==> config.mk <==
export PLATFORM = sky130hd
export DESIGN_NAME = dq_ctrl
export DESIGN_NICKNAME = d
export VERILOG_FILES = /design/src/rtl/dq_pkg.sv /design/src/rtl/dq_ctrl.sv
export SDC_FILE = /design/constraint.sdc
export NUM_CORES = 1
export LEC_CHECK = 0
export ABC_AREA = 1
export CAP_MARGIN = 10
export CORE_AREA = 5 5 42 44
export DETAILED_ROUTE_END_ITERATION = 12
export DIE_AREA = 0 0 47 49
export DONT_BUFFER_PORTS = 1
export GPL_TIMING_DRIVEN = 0
export HOLD_SLACK_MARGIN = 0.08
export PLACE_DENSITY = 0.3
export SYNTH_ARGS = -nofsm -noshare
export SYNTH_HDL_FRONTEND = slang
export SYNTH_SLANG_ARGS = --single-unit
==> constraint.sdc <==
create_clock -name clk -period 2.23 [get_ports clk]
set_clock_uncertainty 0.15 [all_clocks]
set_input_delay 0.3345 -clock clk [delete_from_list [all_inputs] [get_ports clk]]
set_output_delay 0.3345 -clock clk [all_outputs]
set_load 0.005 [all_outputs]
==> src/rtl/dq_pkg.sv <==
// Shared constants, command and status codes, and types for the double-ended queue.
`default_nettype none

package dq_pkg;

  // Store geometry. DEPTH is a power of two between 2 and 256.
  localparam int DEPTH      = 256;
  localparam int WORD_WIDTH = 64;
  localparam int ADDR_W     = $clog2(DEPTH);
  localparam int CNT_W      = $clog2(DEPTH + 1);

  // Fixed widths of the port fields.
  localparam int CMD_W    = 4;
  localparam int DATA_W   = 64;
  localparam int POS_W    = 8;
  localparam int STATUS_W = 2;
  localparam int COUNT_W  = 9;

  // Command codes carried on the input beat.
  typedef enum logic [CMD_W-1:0] {
    CMD_PUSH_AT_BACK = 4'd0,
    CMD_PUSH_FRONT   = 4'd1,
    CMD_POP_BACK     = 4'd2,
    CMD_POP_AT_FRONT = 4'd3,
    CMD_READ_BACK    = 4'd4,
    CMD_READ_FRONT   = 4'd5,
    CMD_READ_INDEX   = 4'd6,
    CMD_WRITE_INDEX  = 4'd7,
    CMD_CLEAR        = 4'd8
  } dq_cmd_code_t;

  // Status codes returned on the result beat.
  typedef enum logic [STATUS_W-1:0] {
    ST_OK    = 2'd0,
    ST_EMPTY = 2'd1,
    ST_RANGE = 2'd2,
    ST_FULL  = 2'd3
  } dq_status_t;

  // Controller states.
  typedef enum logic [1:0] {
    S_IDLE = 2'd0,
    S_EXEC = 2'd1,
    S_RESP = 2'd2
  } dq_state_t;

  // Commands from the controller to the datapath.
  typedef struct packed {
    logic capture;
    logic execute;
  } dq_ctl_t;

endpackage

`default_nettype wire

==> src/rtl/dq_ctrl.sv <==
// Controller state machine that sequences capture, execution and result of each command.
`default_nettype none

module dq_ctrl
  import dq_pkg::*;
(
  input  wire logic    clk,
  input  wire logic    rst,
  input  wire logic    in_valid,
  output logic         in_stall,
  output logic         out_valid,
  input  wire logic    out_stall,
  output dq_ctl_t      ctl
);

  dq_state_t state;
  dq_state_t state_next;

  // State register.
  always_ff @(posedge clk) begin
    if (rst) begin
      state <= S_IDLE;
    end else begin
      state <= state_next;
    end
  end

  // Next state: take a beat, run it once, then hold the result until it is taken.
  always_comb begin
    state_next = state;
    unique case (state)
      S_IDLE: begin
        if (in_valid) begin
          state_next = S_EXEC;
        end
      end
      S_EXEC: begin
        state_next = S_RESP;
      end
      S_RESP: begin
        if (!out_stall) begin
          state_next = S_IDLE;
        end
      end
      default: begin
        state_next = S_IDLE;
      end
    endcase
  end

  // Outputs decoded from the state; in_stall and out_valid use the state alone, so valid never follows stall.
  always_comb begin
    in_stall    = (state != S_IDLE);
    out_valid   = (state == S_RESP);
    ctl.capture = (state == S_IDLE) && in_valid;
    ctl.execute = (state == S_EXEC);
  end

endmodule

`default_nettype wire

# Word-level counts from Yosys, hierarchy flattened
# Index checks and enable logic that the tools add are counted.
# W data, S select, Z words.
op_classes:
  n_addsub: 0
  n_mul: 0
  div_mod_pow: 0
  n_lt_le_gt_ge: 0
  eq_ne: 4
  n_shift: 0
  mux: 3
  bitwise_logic: 0
  reduce_logical: 4
op_table:
  columns: ["cell", "n"]
  rows:
  - ["$pmux W2 S3", 1]
  - ["$mux W2", 2]
  - ["$ne A2 B2 Y1 const B", 2]
  - ["$eq A2 B1 Y1 const B", 1]
  - ["$eq A2 B2 Y1 const B", 1]
  - ["$logic_not A2 Y1", 1]
  - ["$reduce_and A2 Y1", 1]
  - ["$reduce_bool A2 Y1", 1]
  - ["$logic_and A1 B1 Y1", 1]
word_totals:
  register_bits: 2
  latchBits: 0
  ramBits: 0
  romBits: 0
  out_inout_bits: 4
  wordCells: 12
  n_memories: 0

# Longest topological paths before layout
logic_depth:
  ltp_word: 3
  ltp_mapped: 4
  ltp_nobuf: 3

# Worst setup path before layout
# OpenSTA, ideal clock, no wires.
synth_path:
  path_kind: "register to output"
  from: "register state[1]"
  to: "output port ctl[0] (netlist bit)"
  t_arrival_ns: 0.600
  path_slack_ns: 1.145
  stages_incl_launch_ff: 5
  cell_sequence: "dfxtp_1 inv_2 nand2_2 inv_1 buf_4"
synth_lines:
  columns: ["element", "line_no", "rtl"]
  rows:
  - ["from (decl)", "dq_ctrl.sv:16", "dq_state_t state;"]
  - ["from (signal assigned)", "dq_ctrl.sv:24", "state <= state_next;"]
  - ["to (decl)", "dq_ctrl.sv:13", "output dq_ctl_t ctl"]

==> summary.md <==
| Metric | Value |
|---|---|
| Final worst setup slack | `875 ps` |
| Aggregate negative setup slack | `0 ps` |
| Total power divided by cell area | `826 nW/µm²` |
| Final period demand of the worst path | `1360 ps` |
| Slew at the pin with the worst max-slew slack | `190 ps` |
| Clk root buf | `sky130_fd_sc_hd__clkbuf_4` |
| Area Growth Syn to Fin | `47.2%` |
| Post-Synth Adder-Cell Area | `0` |
| Crit-path leading delay family | `flip-flops` |
| Final setup violation count | `0` |
| DRC violation count after routing | `0` |
| Vias per Instance | `2.85` |
| Utilization after layout | `0.117` |
| Reg clk slew, reported paths | `30 ps` |
| HP Class | `in -> reg` |
| Post-cts repair resize count | `0` |
| Xor and xnor fraction of the mapped netlist area | `0` |
| DRT Pass-1 Iters | `2` |
| # nets final | `24` |
| Required time worst endpoint | `1750 ps` |
| Number of global-route vias before repair | `127` |
| Source-to-sink clock delay at the later pin of the worst-skew pair | `220 ps` |
| # rows | `14` |
| Share of final-layout standard cells stronger than drive strength 1 | `0.611` |
| Final cycle utilization of the critical path | `0.608` |
| Maximum number of pins on one net before global-route repair | `4` |
| Number of ports placed on the die boundary | `8` |
| Yosys cell types | `9` |
| Synth Register Bits | `2` |
| Result of the run | `complete, no violations` |
| Type of the worst setup path | `reg -> out` |
| Routed wire length | `268 µm` |
| Starting utilization of the core area | `0.0795` |
| Highest fanout seen on the critical path | `3` |
| Die height | `49 µm` |
| Static leakage | `0.0737 nW` |
| DRC violation total after the first TritonRoute iteration | `2` |
| Slew headroom | `0.873` |
| Placeable core region | `1400 µm²` |
| Setup repair after global routing missed its margin | `no` |
| Worst path bufs/invs | `3` |
| Register area | `40.0 µm²` |
| Worst path cell trace | `inv_2, nand2_2, inv_1, buf_4` |
| IR drop worst, VDD | `0.226 mV` |
| Mean post-synth cell area | `7.95 µm²` |
| GR Util All Layers | `0.0344` |
| Worst Setup End Kind | `primary output` |
| Area taken by multi-input logic gates | `48.8 µm²` |
| Setup Slack @ Placement | `1100 ps` |
| Overall die area | `2300 µm²` |
| First-pass GRT wire length | `462 µm` |
| Final hold vios | `0` |
| Register name with the most flops | `state` |
| Cell area after synthesis | `111 µm²` |
| Multiplexer area fraction after synthesis | `0` |
| CTS tree | `built` |
| Number of clock sinks | `2` |
| H-tree Lvls | `1` |
| Fill cell total of the finished layout | `167` |
| Dominant combinational cell family by area after synthesis | `simple AND/OR/NAND/NOR gates` |
| Share of synthesized area occupied by flip-flops and latches | `0.360` |
| Net count after synthesis | `18` |
| Biggest regs | `state: 2 flops` |
| Die X | `47 µm` |
| Max-slew violation count | `0` |
| Detail Route Antenna Nets | `0` |
| Number of buffers on the longest clock path | `2` |
| Gpl congestion | `0.585` |
| Timing-limited maximum frequency | `738 MHz` |
| Count of inserted antenna diode cells | `0` |
| Worst stage delay on the critical path | `340 ps` |
| Worst path arrival time | `870 ps` |
| Instance count of the mapped netlist | `14` |
| Slowest cell on the critical path | `sky130_fd_sc_hd__dfxtp_1` |
| Congestion Overflow GR | `0` |
| Kind of start point of the critical path | `flip-flop` |
| Synth Area in Compound Gates | `0.0787` |
| Simple-gate portion of the synthesized area | `0.360` |
| Average routed wire per standard cell | `7.88 µm` |
| Initial antenna violation count | `0` |
| TritonCTS buffer count | `3` |
| MaxCap Viol Count | `0` |
| Ys Warns | `0` |
| Flip-flop count of the largest register, all copies and words added | `2` |
| Buffers on Ports | `0` |
| Total via count after detailed routing | `97` |
## cell families (layout without fill, tap and decap cells)
family / after synthesis / in the layout
AO/OA/AOI/OAI: 1 / 1
AND/OR/NAND/NOR: 6 / 6
buffers and inverters: 5 / 9
flip-flops: 2 / 2
## layout make-up
type / count / area share
multi-input cells: 7 / 0.298
flip-flops and latches: 2 / 0.244
clock buffers: 3 / 0.137
well taps: 16 / 0.122
inverters: 4 / 0.0916
repair buffers: 1 / 0.0611
plain buffers: 1 / 0.0458
## cell usage in the layout (no fill, tap or decap)
cell type / instances
sky130_fd_sc_hd__nand2_2: 2
sky130_fd_sc_hd__clkbuf_4: 3
sky130_fd_sc_hd__dlygate4sd3_1: 1
sky130_fd_sc_hd__buf_4: 1
sky130_fd_sc_hd__nand3_2: 1
sky130_fd_sc_hd__nor2_1: 2
sky130_fd_sc_hd__dfxtp_1: 2
sky130_fd_sc_hd__nor3_2: 1
sky130_fd_sc_hd__inv_1: 2
sky130_fd_sc_hd__a21oi_2: 1
sky130_fd_sc_hd__inv_2: 2
## synthesized netlist by cell type
| master | instances | area share |
|---|---|---|
| sky130_fd_sc_hd__a21oi_2 | 1 | 0.079 |
| sky130_fd_sc_hd__buf_4 | 1 | 0.067 |
| sky130_fd_sc_hd__dfxtp_1 | 2 | 0.36 |
| sky130_fd_sc_hd__inv_1 | 2 | 0.067 |
| sky130_fd_sc_hd__inv_2 | 2 | 0.067 |
| sky130_fd_sc_hd__nand2_2 | 2 | 0.11 |
| sky130_fd_sc_hd__nand3_2 | 1 | 0.090 |
| sky130_fd_sc_hd__nor2_1 | 2 | 0.067 |
| sky130_fd_sc_hd__nor3_2 | 1 | 0.090 |
## per-stage QoR
| step | cells | instance area, µm² | power (mW) | hold slack [ps] |
|---|---|---|---|---|
| after floorplan | 14 | 111 | 0.0527 | 247 |
| after global placement | 30 | 131 | 0.0546 | 249 |
| after detailed placement | 30 | 131 | 0.0552 | 251 |
| after CTS | 34 | 164 | 0.142 | 97.6 |
| after global routing | 34 | 164 | 0.147 | 102 |
| final | 34 | 164 | 0.135 | 108 |
## metal layers
layer,GRT usage,vias to the layer above,share of wire
met1,0.0415,41,0.56
met2,0.0271,8,0.35
met5,0,-,0
met3,0.0332,0,0.093
li1,-,48,-
met4,0.0415,0,0
## report_power, final
group	internal [mW]	total, mW	leakage, nW	switching, mW
clock network	0.0593	0.0791	0.0138	0.0198
registers	0.0383	0.0403	0.0165	0.00201
logic	0.00664	0.0160	0.0435	0.00935
total	0.104	0.135	0.0737	0.0311
## what timing repair did
action | 4_1_cts | 5_1_grt
buffers inserted | 0 | 0
endpoints found under the hold margin | 2 | 0
hold buffers | 1 | 0
## worst reg2reg max path, delay by kind of cell, from the launching register on
| family | cells | cell delay [ps] |
|---|---|---|
| flip-flops | 1 | 370 |
| AND/OR/NAND/NOR | 2 | 130 |
| buffers and inverters | 1 | 60 |
## final timing paths
| kind | start | end | slack [ps] | depth (start not counted) |
|---|---|---|---|---|
| worst min-delay path | out_stall | state[1] | 110 | 2 |
| worst max register to register | state[0] | state[0] | 1410 | 3 |
| worst min register to register | state[1] | state[1] | 330 | 2 |
| worst max-delay path | state[1] | ctl[0] | 870 | 4 |
Note: power is estimated with default switching activity, not from simulation.
